--- src/rtl/core/rgbrf_pkg.sv ---
// Shared types, constants and helpers for the RGB LED driver register file.
// No dependencies; every module of the block imports this package.
package rgbrf_pkg;

    localparam int REG_COUNT_DEF = 16;
    localparam int CHAN_COUNT    = 3;

    // Register map
    localparam int IDX_MODE1   = 0;
    localparam int IDX_PWM0    = 2;
    localparam int IDX_GRPPWM  = 6;
    localparam int IDX_GRPFREQ = 7;
    localparam int IDX_LEDOUT  = 8;

    localparam int MODE1_SLEEP_BIT   = 4;
    localparam int MODE1_AUTOINC_BIT = 5;

    localparam logic [7:0] GRPPWM_RST  = 8'hFF;
    localparam logic [7:0] GRPFREQ_RST = 8'h1F;
    localparam logic [7:0] LEVEL_FULL  = 8'd255;
    localparam logic [7:0] LEVEL_MAX   = 8'd254;

    typedef enum logic [1:0] {
        MODE_START = 2'd0,
        MODE_DATA  = 2'd1,
        MODE_READ  = 2'd2,
        MODE_END   = 2'd3
    } mode_t;

    typedef enum logic [1:0] {
        LED_OFF  = 2'd0,
        LED_FULL = 2'd1,
        LED_PWM  = 2'd2,
        LED_GRP  = 2'd3
    } led_sel_t;

    typedef enum logic [2:0] {
        ST_IDLE,
        ST_EXEC,
        ST_CALC,
        ST_STORE,
        ST_OUT
    } state_t;

    // Registers that the level calculation reads at fixed places
    typedef struct packed {
        logic [7:0]      mode1;
        logic [2:0][7:0] pwm;
        logic [7:0]      grppwm;
        logic [7:0]      ledout;
    } shadow_t;

    // One request to the shared level unit
    typedef struct packed {
        logic       start;
        logic       sleep;
        led_sel_t   sel;
        logic [7:0] pwm;
        logic [7:0] grp;
    } lvl_req_t;

    function automatic logic [7:0] reg_reset_value(input logic [7:0] idx);
        logic [7:0] val;
        val = 8'd0;
        if (idx == 8'(IDX_GRPPWM)) begin
            val = GRPPWM_RST;
        end else if (idx == 8'(IDX_GRPFREQ)) begin
            val = GRPFREQ_RST;
        end
        return val;
    endfunction

endpackage

--- src/rtl/core/rgbrf_regfile.sv ---
// Register file storage: one-write, one-read memory with per-entry valid bits,
// plus flip-flop copies of the registers the level logic needs. Uses rgbrf_pkg.
module rgbrf_regfile #(
    parameter int REG_COUNT = rgbrf_pkg::REG_COUNT_DEF,
    localparam int PTR_W    = $clog2(REG_COUNT)
) (
    input  logic                    aclk,
    input  logic                    aresetn,
    input  logic                    wr_en,
    input  logic [PTR_W-1:0]        wr_addr,
    input  logic [7:0]              wr_data,
    input  logic [PTR_W-1:0]        rd_addr,
    output logic [7:0]              rd_data,
    output rgbrf_pkg::shadow_t      shadow
);
    import rgbrf_pkg::*;

    logic [7:0]           mem [REG_COUNT];
    logic [REG_COUNT-1:0] valid_reg;
    logic [7:0]           mem_q_reg;
    logic                 hit_reg;
    logic [7:0]           dflt_reg;
    shadow_t              shadow_reg;

    always_ff @(posedge aclk) begin
        if (wr_en) begin
            mem[wr_addr] <= wr_data;
        end
        mem_q_reg <= mem[rd_addr];
        dflt_reg  <= reg_reset_value(8'(rd_addr));
    end

    always_ff @(posedge aclk) begin
        if (!aresetn) begin
            valid_reg         <= '0;
            hit_reg           <= 1'b0;
            shadow_reg.mode1  <= 8'd0;
            shadow_reg.pwm    <= '0;
            shadow_reg.grppwm <= GRPPWM_RST;
            shadow_reg.ledout <= 8'd0;
        end else begin
            hit_reg <= valid_reg[rd_addr];
            if (wr_en) begin
                valid_reg[wr_addr] <= 1'b1;
                if (wr_addr == PTR_W'(IDX_MODE1))  shadow_reg.mode1  <= wr_data;
                if (wr_addr == PTR_W'(IDX_PWM0))   shadow_reg.pwm[0] <= wr_data;
                if (wr_addr == PTR_W'(IDX_PWM0+1)) shadow_reg.pwm[1] <= wr_data;
                if (wr_addr == PTR_W'(IDX_PWM0+2)) shadow_reg.pwm[2] <= wr_data;
                if (wr_addr == PTR_W'(IDX_GRPPWM)) shadow_reg.grppwm <= wr_data;
                if (wr_addr == PTR_W'(IDX_LEDOUT)) shadow_reg.ledout <= wr_data;
            end
        end
    end

    // Unwritten entries read as their reset value
    assign rd_data = hit_reg ? mem_q_reg : dflt_reg;
    assign shadow  = shadow_reg;

endmodule

--- src/rtl/core/rgbrf_level_unit.sv ---
// Shared channel level unit: one 8x8 product, selection and clamp per request;
// the result is registered. Uses rgbrf_pkg.
module rgbrf_level_unit (
    input  logic                aclk,
    input  rgbrf_pkg::lvl_req_t req,
    output logic [7:0]          level
);
    import rgbrf_pkg::*;

    logic [15:0] prod;
    logic [7:0]  level_next;
    logic [7:0]  level_reg;

    assign prod = req.pwm * req.grp;

    always_comb begin
        level_next = 8'd0;
        if (!req.sleep) begin
            case (req.sel)
                LED_OFF:  level_next = 8'd0;
                LED_FULL: level_next = LEVEL_FULL;
                LED_PWM:  level_next = req.pwm;
                LED_GRP:  level_next = prod[15:8];
                default:  level_next = 8'd0;
            endcase
        end
        if (level_next > LEVEL_MAX) begin
            level_next = LEVEL_MAX;
        end
    end

    always_ff @(posedge aclk) begin
        if (req.start) begin
            level_reg <= level_next;
        end
    end

    assign level = level_reg;

endmodule

--- src/rtl/core/rgbrf_top.sv ---
// Sequencer for the RGB LED driver register file: decodes bus events, drives
// the register file and steps the shared level unit over the three channels.
// Uses rgbrf_pkg, rgbrf_regfile and rgbrf_level_unit.
module rgbrf_top #(
    parameter int REG_COUNT = rgbrf_pkg::REG_COUNT_DEF
) (
    input  logic        aclk,
    input  logic        aresetn,
    input  logic        s_tvalid,
    output logic        s_tready,
    input  logic [23:0] s_tdata,   // mode[1:0], data_byte[9:2], byte_count[17:10], zeros
    output logic        m_tvalid,
    input  logic        m_tready,
    output logic [31:0] m_tdata    // read_data, red_compare, green_compare, blue_compare
);
    import rgbrf_pkg::*;

    localparam int PTR_W = $clog2(REG_COUNT);

    state_t              state_reg, state_next;
    mode_t               mode_reg, mode_next;
    logic [7:0]          data_reg, data_next;
    logic [7:0]          count_reg, count_next;
    logic [PTR_W-1:0]    ptr_reg, ptr_next;
    logic [PTR_W-1:0]    left_reg, left_next;
    logic                open_reg, open_next;
    logic [1:0]          chan_reg, chan_next;
    logic [2:0][7:0]     lvl_reg, lvl_next;
    logic [7:0]          rd_reg, rd_next;

    logic                wr_en;
    logic [7:0]          rd_data;
    shadow_t             shadow;
    lvl_req_t            req;
    logic [7:0]          level;
    logic                autoinc;
    logic                autoinc_wr;
    logic [PTR_W-1:0]    ptr_inc;

    rgbrf_regfile #(
        .REG_COUNT (REG_COUNT)
    ) u_regfile (
        .aclk    (aclk),
        .aresetn (aresetn),
        .wr_en   (wr_en),
        .wr_addr (ptr_reg),
        .wr_data (data_reg),
        .rd_addr (ptr_reg),
        .rd_data (rd_data),
        .shadow  (shadow)
    );

    rgbrf_level_unit u_level (
        .aclk  (aclk),
        .req   (req),
        .level (level)
    );

    assign autoinc = shadow.mode1[MODE1_AUTOINC_BIT];
    // A data write into MODE1 already governs the pointer step that follows it
    assign autoinc_wr = (ptr_reg == PTR_W'(IDX_MODE1)) ? data_reg[MODE1_AUTOINC_BIT]
                                                       : autoinc;
    assign ptr_inc = (ptr_reg == PTR_W'(REG_COUNT - 1)) ? '0 : ptr_reg + 1'b1;

    always_comb begin
        req.start = (state_reg == ST_CALC);
        req.sleep = shadow.mode1[MODE1_SLEEP_BIT];
        req.sel   = led_sel_t'(shadow.ledout[{chan_reg, 1'b0} +: 2]);
        req.pwm   = shadow.pwm[chan_reg];
        req.grp   = shadow.grppwm;
    end

    always_ff @(posedge aclk) begin
        if (!aresetn) begin
            state_reg <= ST_IDLE;
            ptr_reg   <= '0;
            left_reg  <= '0;
            open_reg  <= 1'b0;
            chan_reg  <= 2'd0;
            lvl_reg   <= '0;
        end else begin
            state_reg <= state_next;
            ptr_reg   <= ptr_next;
            left_reg  <= left_next;
            open_reg  <= open_next;
            chan_reg  <= chan_next;
            lvl_reg   <= lvl_next;
        end
    end

    always_ff @(posedge aclk) begin
        mode_reg  <= mode_next;
        data_reg  <= data_next;
        count_reg <= count_next;
        rd_reg    <= rd_next;
    end

    always_comb begin
        state_next = state_reg;
        mode_next  = mode_reg;
        data_next  = data_reg;
        count_next = count_reg;
        ptr_next   = ptr_reg;
        left_next  = left_reg;
        open_next  = open_reg;
        chan_next  = chan_reg;
        lvl_next   = lvl_reg;
        rd_next    = rd_reg;
        wr_en      = 1'b0;
        s_tready   = 1'b0;
        m_tvalid   = 1'b0;

        case (state_reg)
            ST_IDLE: begin
                s_tready = 1'b1;
                if (s_tvalid) begin
                    mode_next  = mode_t'(s_tdata[1:0]);
                    data_next  = s_tdata[9:2];
                    count_next = s_tdata[17:10];
                    state_next = ST_EXEC;
                end
            end
            ST_EXEC: begin
                rd_next    = 8'd0;
                state_next = ST_OUT;
                case (mode_reg)
                    MODE_START: begin
                        if (count_reg == 8'd0 || count_reg > 8'(REG_COUNT)) begin
                            open_next = 1'b0;
                            left_next = '0;
                        end else begin
                            open_next = 1'b1;
                            left_next = PTR_W'(count_reg - 8'd1);
                            ptr_next  = (data_reg >= 8'(REG_COUNT)) ? '0
                                                                    : data_reg[PTR_W-1:0];
                        end
                    end
                    MODE_DATA: begin
                        if (open_reg && left_reg != '0) begin
                            wr_en     = 1'b1;
                            left_next = left_reg - 1'b1;
                            if (autoinc_wr) ptr_next = ptr_inc;
                        end
                    end
                    MODE_READ: begin
                        rd_next = rd_data;
                        if (autoinc) ptr_next = ptr_inc;
                    end
                    MODE_END: begin
                        open_next = 1'b0;
                        left_next = '0;
                        if (open_reg) begin
                            chan_next  = 2'd0;
                            state_next = ST_CALC;
                        end
                    end
                    default: state_next = ST_OUT;
                endcase
            end
            ST_CALC: begin
                state_next = ST_STORE;
            end
            ST_STORE: begin
                lvl_next[chan_reg] = level;
                if (chan_reg == 2'(CHAN_COUNT - 1)) begin
                    state_next = ST_OUT;
                end else begin
                    chan_next  = chan_reg + 2'd1;
                    state_next = ST_CALC;
                end
            end
            ST_OUT: begin
                m_tvalid = 1'b1;
                if (m_tready) state_next = ST_IDLE;
            end
            default: state_next = ST_IDLE;
        endcase
    end

    // Compare value is 255 minus level
    assign m_tdata = {~lvl_reg[2], ~lvl_reg[1], ~lvl_reg[0], rd_reg};

endmodule

--- src/rtl/core/rgb_led_driver_register_file_top.sv ---
// Top level of the RGB LED driver register file.
// Operation: a write start, data write, read or idle write end is executed and its
// result offered on the output; a write end that recomputes the channels first has
// the shared level unit serve the three channels in turn, computing, then storing each.
// A new transfer is accepted only after the output of the last one has been taken.
// Reset: aresetn (synchronous, active low) clears control state and the valid bits
// of the register file, so it reads as its reset contents at once; no clearing pass.
module rgb_led_driver_register_file_top #(
    parameter int REG_COUNT = rgbrf_pkg::REG_COUNT_DEF
) (
    input  logic        aclk,
    input  logic        aresetn,
    input  logic        s_tvalid,
    output logic        s_tready,
    input  logic [23:0] s_tdata,   // mode[1:0], data_byte[9:2], byte_count[17:10], zeros
    output logic        m_tvalid,
    input  logic        m_tready,
    output logic [31:0] m_tdata    // read_data[7:0], red[15:8], green[23:16], blue[31:24]
);
    import rgbrf_pkg::*;

    logic [7:0] s_mode_pad;
    logic       s_tvalid_q;

    // Zero-pad the mode field and pass valid on only while its upper bits are zero
    assign s_mode_pad = {6'd0, s_tdata[1:0]};
    assign s_tvalid_q = s_tvalid && (s_mode_pad[7:2] == 6'd0);

    rgbrf_top #(
        .REG_COUNT (REG_COUNT)
    ) u_core (
        .aclk     (aclk),
        .aresetn  (aresetn),
        .s_tvalid (s_tvalid_q),
        .s_tready (s_tready),
        .s_tdata  (s_tdata),
        .m_tvalid (m_tvalid),
        .m_tready (m_tready),
        .m_tdata  (m_tdata)
    );

endmodule
--- config.mk ---
export PLATFORM = sky130hd
export DESIGN_NAME = rgb_led_driver_register_file_top
export DESIGN_NICKNAME = d
export VERILOG_FILES = /design/src/rtl/core/rgbrf_pkg.sv /design/src/rtl/core/rgbrf_regfile.sv /design/src/rtl/core/rgbrf_level_unit.sv /design/src/rtl/core/rgbrf_top.sv /design/src/rtl/core/rgb_led_driver_register_file_top.sv
export SDC_FILE = /design/constraint.sdc
export NUM_CORES = 1
export LEC_CHECK = 0
export ABC_AREA = 1
export BUFFER_PORTS_ARGS = -buffer_cell sky130_fd_sc_hd__buf_2
export CORE_ASPECT_RATIO = 0.7
export CORE_MARGIN = 5
export CORE_UTILIZATION = 30
export CTS_BUF_LIST = sky130_fd_sc_hd__clkbuf_4 sky130_fd_sc_hd__clkbuf_8
export CTS_CLUSTER_SIZE = 40
export DETAILED_ROUTE_END_ITERATION = 6
export GPL_TIMING_DRIVEN = 0
export PLACE_DENSITY = 0.51
export SYNTH_ARGS = -nofsm -noshare
export SYNTH_HDL_FRONTEND = slang
export SYNTH_SLANG_ARGS = --single-unit
--- constraint.sdc ---
create_clock -name aclk -period 7.05 [get_ports aclk]
set_input_delay 1.0575 -clock aclk [delete_from_list [all_inputs] [get_ports aclk]]
set_output_delay 1.0575 -clock aclk [all_outputs]
set_load 0.005 [all_outputs]
After elaboration in Yosys (flattened, before gate mapping). Memories as Yosys holds them, arrays and structs flattened. A register that Yosys moved wholly into a read port is not among the register bits. Index checks and enable logic that the tools add are counted.

Muxes and demuxes: 43. Reductions and logical operators: 26. $mul: 1. $lt $le $gt $ge: 7. $add $sub $neg: 4. Equality and inequality tests: 27. Shift operators: 1. Bitwise logic cells: 4.

Operators with widths (count): 4-bit 2-to-1 mux (8); 8-bit 2-to-1 mux (4); 8-bit case mux with 4 select lines (1); 24-bit bitwise mux (1); 8-bit inverter (3); 4-bit case mux with 3 select lines (2); 2-bit AND reduction (9); 8-bit binary-select mux with 2-bit select (1); 8-bit demux with 2-bit select (1); 8-bit by 8-bit multiplier with 16-bit output (1); 16-bit OR (1); 3-bit 2-to-1 mux (5); 3-bit case mux with 5 select lines (1); 4-bit by 3-bit == test with 1-bit output, second input constant (3); 1-bit 2-to-1 mux (11); 2-bit == test, second input constant (5); 2-bit != test, second input constant (5); 4-bit by 2-bit == test with 1-bit output, second input constant (2); 4-bit == test, second input constant (2); 8-bit by 5-bit greater-or-equal comparator with 1-bit output, second input constant (1); 8-bit by 5-bit > comparator with 1-bit output, second input constant (1); 8-bit > comparator, second input constant (1); 8-bit zero test (1); 2-bit by 1-bit != test with 1-bit output, second input constant (4); other kinds (29) (39).

Output and inout bits: 34. Memories: 1. Memory bits (writable): 128. Input bits: 28. Word-level logic and storage cells: 136. Flip-flop bits (word level): 143.

Memories: u_core.u_regfile.mem (depth 16, width 8, read ports 1, clocked after memory_dff 1, write ports 1, line rgbrf_regfile.sv:18) `logic [7:0] mem [REG_COUNT];`.

Logic depth before layout (Yosys ltp).
Depth in word-level cells: 7. Gate-level depth with buffers: 26. Gate-level depth less buffers: 25.

Modules after synthesis. From an unflattened synthesis, not the netlist that was laid out.

Cells, all modules: 1524. Area total of the unflattened synthesis: 13655.6 µm².

Modules (own cells, without submodules): rgbrf_regfile (times used 1, area an instance 7820.0 µm², cells an instance 750); rgbrf_top (times used 1, area an instance 3156.8 µm², cells an instance 374); rgbrf_level_unit (times used 1, area an instance 2678.8 µm², cells an instance 400).

Worst setup path before layout. No wires, ideal clock.

Path kind: reg2reg. Start point: register u_core.chan_reg[0]. End point: register u_core.u_level.level_reg[0], in the netlist u_core.u_level.level[0], data pin. Path slack: 1.941 ns. Arrival time: 4.852 ns. Cell stages (with the launch flop): 24. Cells stage by stage: dfxtp_1 > buf_4 > buf_2 > o21ai_0 > o311ai_2 > or2_2 > fa_1 > fa_1 > inv_1 > fa_1 > inv_1 > fa_1 > inv_1 > ha_1 > a21oi_1 > o21ai_0 > a21oi_1 > nand3_1 > nand2_1 > nor2_1 > nor2_2 > nand3_2 > nor2_1 > a21oi_1.

Longest elaborated chain between the ends: 6. Elaborated cells on any way between the ends: 11. Those cells by class: mul (1); order compare (1); eq/ne (3); shift (1); mux (4); reduce/logical (1).

Ends and longest elaborated chain: from (decl) (line rgbrf_top.sv:27) `logic [1:0] chan_reg, chan_next;`; from (signal assigned) (line rgbrf_top.sv:86) `chan_reg <= chan_next;`; 8-bit binary-select mux with 2-bit select (line rgbrf_top.sv:69) `req.pwm = shadow.pwm[chan_reg];`; 8-bit 2-to-1 mux (not written as such) (line rgbrf_top.sv:69); 8-bit by 8-bit multiplier with 16-bit output (line rgbrf_level_unit.sv:14) `assign prod = req.pwm * req.grp;`; 8-bit case mux with 4 select lines (*) (line rgbrf_level_unit.sv:19) `case (req.sel)`; 8-bit 2-to-1 mux (*) (line rgbrf_level_unit.sv:18) `if (!req.sleep) begin`; 8-bit > comparator (line rgbrf_level_unit.sv:27) `if (level_next > LEVEL_MAX) begin`; to (signal assigned) (line rgbrf_level_unit.sv:34) `level_reg <= level_next;`; to (decl) (line rgbrf_level_unit.sv:12) `logic [7:0] level_reg;`.

Every way passes the cells marked *; elsewhere a longest branch is shown, timed or not. The select of a mux whose other input is x is not followed. A chain may end at the register's enable or synchronous reset.

Worst setup path after layout. Same ends and word-level chain as after synthesis.

==> impl_metrics.json <==
{
  "max_freq_mhz": 169,
  "drt_first_pass_iters": 5,
  "ys_ff_latch": 269,
  "syn_area_per_cell_um2": 9.84,
  "multi_input_area_mm2": 0.00496,
  "maxSlewHeadroom": 0.0213,
  "drv_cap": 0,
  "rows": 63,
  "hold_viol": 0,
  "htreeDepth": 2,
  "grt_pass1_wl_mm": 55.8,
  "path_clk_slew_ns": 0.07,
  "power_leakage_nw": 5.74,
  "synthFlopType": "edfxtp_1",
  "place.gp.congestion": 0.852,
  "worstSetupEndpoint": "u_core.u_level.level[0]",
  "nFillCells": 4296,
  "drive_above_1_share": 0.126,
  "min_period_ns": 5.93,
  "track_usage": 0.152,
  "peakVddDrop_v": 0.000136,
  "cp_max_fo": 10,
  "fin_area_mm2": 0.0147,
  "hold_buffers": 0,
  "grt_pass1_vias": 9335,
  "hpwl_mm": 25.8,
  "setup_tns_ns": 0,
  "worst-r2r-cell-count": 21,
  "synth_area_mm2": 0.0128,
  "syn2layout_area_growth_pct": 14.6,
  "cts_setup_buffers": 0,
  "ctsResizeCount": 0,
  "seq_area_mm2": 0.00701,
  "synthArstFlopShare": 0,
  "cp-start-kind": "flop",
  "synth_cell_type_count": 53,
  "port_buffers": 54,
  "cts_tree": "yes",
  "wire_per_inst_um": 18.2,
  "synth_edf_count": 162,
  "min_path_type": "reg2reg",
  "die_h_um": 183,
  "total_power_w": 0.00332,
  "synthCells": 1304,
  "antenna_found_initial": 0,
  "yosys.area.top_type": "edfxtp_1",
  "regToRegSetupSlack_ns": 1.12,
  "criticalPathCategory": "reg2reg",
  "clock_path_buffers": 3,
  "drt_iter0_markers": 835,
  "end_kind": "flop",
  "routed-via-count": 9620,
  "required_ns": 7.36,
  "wl_mm": 36.2,
  "dieWidth_um": 257,
  "rsz0062_at_grt": "false",
  "largest_reg_flops": 128,
  "drv_slew": 0,
  "cts-buffers-inserted": 42,
  "ys_top_cells_by_area": "edfxtp_1 38%, dfxtp_1 17%, o21ai_0 6.0%",
  "grt_max_degree": 23,
  "setup_viol": 0,
  "fin_nets": 1514,
  "insertion_delay_ns": 0.56,
  "grt-ovfl-total": 0,
  "synth_top_area_share": 0.379,
  "power_density_mw_per_mm2": 226,
  "post_drt_via_cell_ratio": 4.84,
  "detailed_place.area_mm2": 0.0138,
  "r2r_start": "u_core.chan_reg[0]",
  "numClockSinks": 269,
  "worstReg2RegEnd": "u_core.u_level.level[0]",
  "ios": 62,
  "initial_core_util": 0.303,
  "fin_skew_ns": 0.0147,
  "drcViolationCount": 0,
  "cp.arrival_ns": 6.24,
  "die_area_mm2": 0.0471,
  "min_period_over_period": 0.842,
  "cts-root-buf": "clkbuf_8",
  "ant_nets": 0,
  "syn_nets": 1414,
  "coreArea_mm2": 0.0423,
  "synth_warnings": 0,
  "worstMarginPinSlew_ns": 1.46,
  "ys_seq_area_frac": 0.546,
  "worstSetupStartpoint": "u_core.chan_reg[0]",
  "status": "finished clean"
}
==> cell usage in the layout (no fill, tap or decap), drive strengths merged, types with 47 or more instances in the layout <==
cell type / n
dfxtp: 107
o21ai: 158
nor2: 175
nand2: 139
edfxtp: 162
clkbuf: 101
buf: 66
inv: 173
a21oi: 109
ha: 47
==> report_power, final <==
group          internal (W)  switching (W)
Sequential          0.00170      0.0000430
Clock              0.000777       0.000612
Combinational     0.0000559       0.000134
==> cells in the mapped netlist, types with 11 or more instances <==
cell / instances
fa_1: 35
ha_1: 47
edfxtp_1: 162
clkbuf_1: 36
o21ai_0: 154
dfxtp_1: 107
inv_1: 164
nor3_1: 11
nor2_1: 165
a21oi_1: 104
nand4_1: 12
o22ai_1: 35
nand2_1: 134
o21a_1: 13
nand3_1: 31
==> cell type report <==
cell class,count,share of cell area
clock buffer,65,0.0532
antenna,1,0.000170
clock inverter,9,0.00638
tap,552,0.0470
buffer,46,0.0144
timing repair buffer,56,0.0199
multi-input combinational,813,0.338
sequential,269,0.477
inverter,176,0.0449
==> metal layers <==
layer / vias to the layer above / GRT usage / wire length [um]
met3: 39 / 0.0387 / 3150
met1: 4629 / 0.250 / 19100
li1: 4635 / - / -
met2: 317 / 0.197 / 13600
met5: - / 0 / 0
met4: 0 / 0.0279 / 389
==> worst max-delay path, stage by stage, from the launching register on <==
cell and delay (ns):
dfxtp_1 0.34, buf_4 0.19, buf_2 0.19, o311ai_2 0.88
nor2_1 0.16, fa_1 0.56, fa_1 0.57, fa_1 0.55
inv_1 0.06, fa_1 0.54, inv_1 0.05, ha_1 0.39
a21oi_1 0.24, o21ai_0 0.16, a21oi_1 0.22, nand3_1 0.10
nand2_1 0.06, nor2_1 0.05, nor2_2 0.12, nand3_2 0.08
nor2_1 0.09, a21oi_1 0.07
==> kinds of logic after synthesis <==
group / after synthesis / share of synthesized area
AO/OA/AOI/OAI: 341 / 0.150
adder cells (fa/ha/maj): 82 / 0.100
AND/OR/NAND/NOR: 385 / 0.132
buffers and inverters: 222 / 0.0680
XOR/XNOR: 5 / 0.00341
flip-flops: 269 / 0.546
==> per-stage QoR <==
stage / utilization / setup WS, ns / hold WS (ns) / cells
6_report: 0.347 / 1.12 / 0.451 / 1987
4_1_cts: 0.347 / 1.08 / 0.454 / 1986
2_1_floorplan: - / 1.94 / 0.424 / 1304
3_5_place_dp: 0.327 / 1.10 / 0.446 / 1912
3_3_place_gp: 0.326 / 1.09 / 0.438 / 1910
5_1_grt: 0.347 / 0.687 / 0.474 / 1986
==> worst min-delay path by stage <==
stage                     slack (ns)  depth (start not counted)                         from                          end
after global routing            0.47                          2           u_core.lvl_reg[13]           u_core.lvl_reg[13]
after detailed placement        0.45                          2           u_core.lvl_reg[14]           u_core.lvl_reg[14]
final                           0.45                          2            u_core.lvl_reg[2]            u_core.lvl_reg[2]
after CTS                       0.45                          2           u_core.lvl_reg[14]           u_core.lvl_reg[14]
after global placement          0.44                          2           u_core.lvl_reg[13]           u_core.lvl_reg[13]
after floorplan                 0.42                          2  u_core.u_regfile.shadow[34]  u_core.u_regfile.shadow[34]
Power figures use the tool's default switching activity.
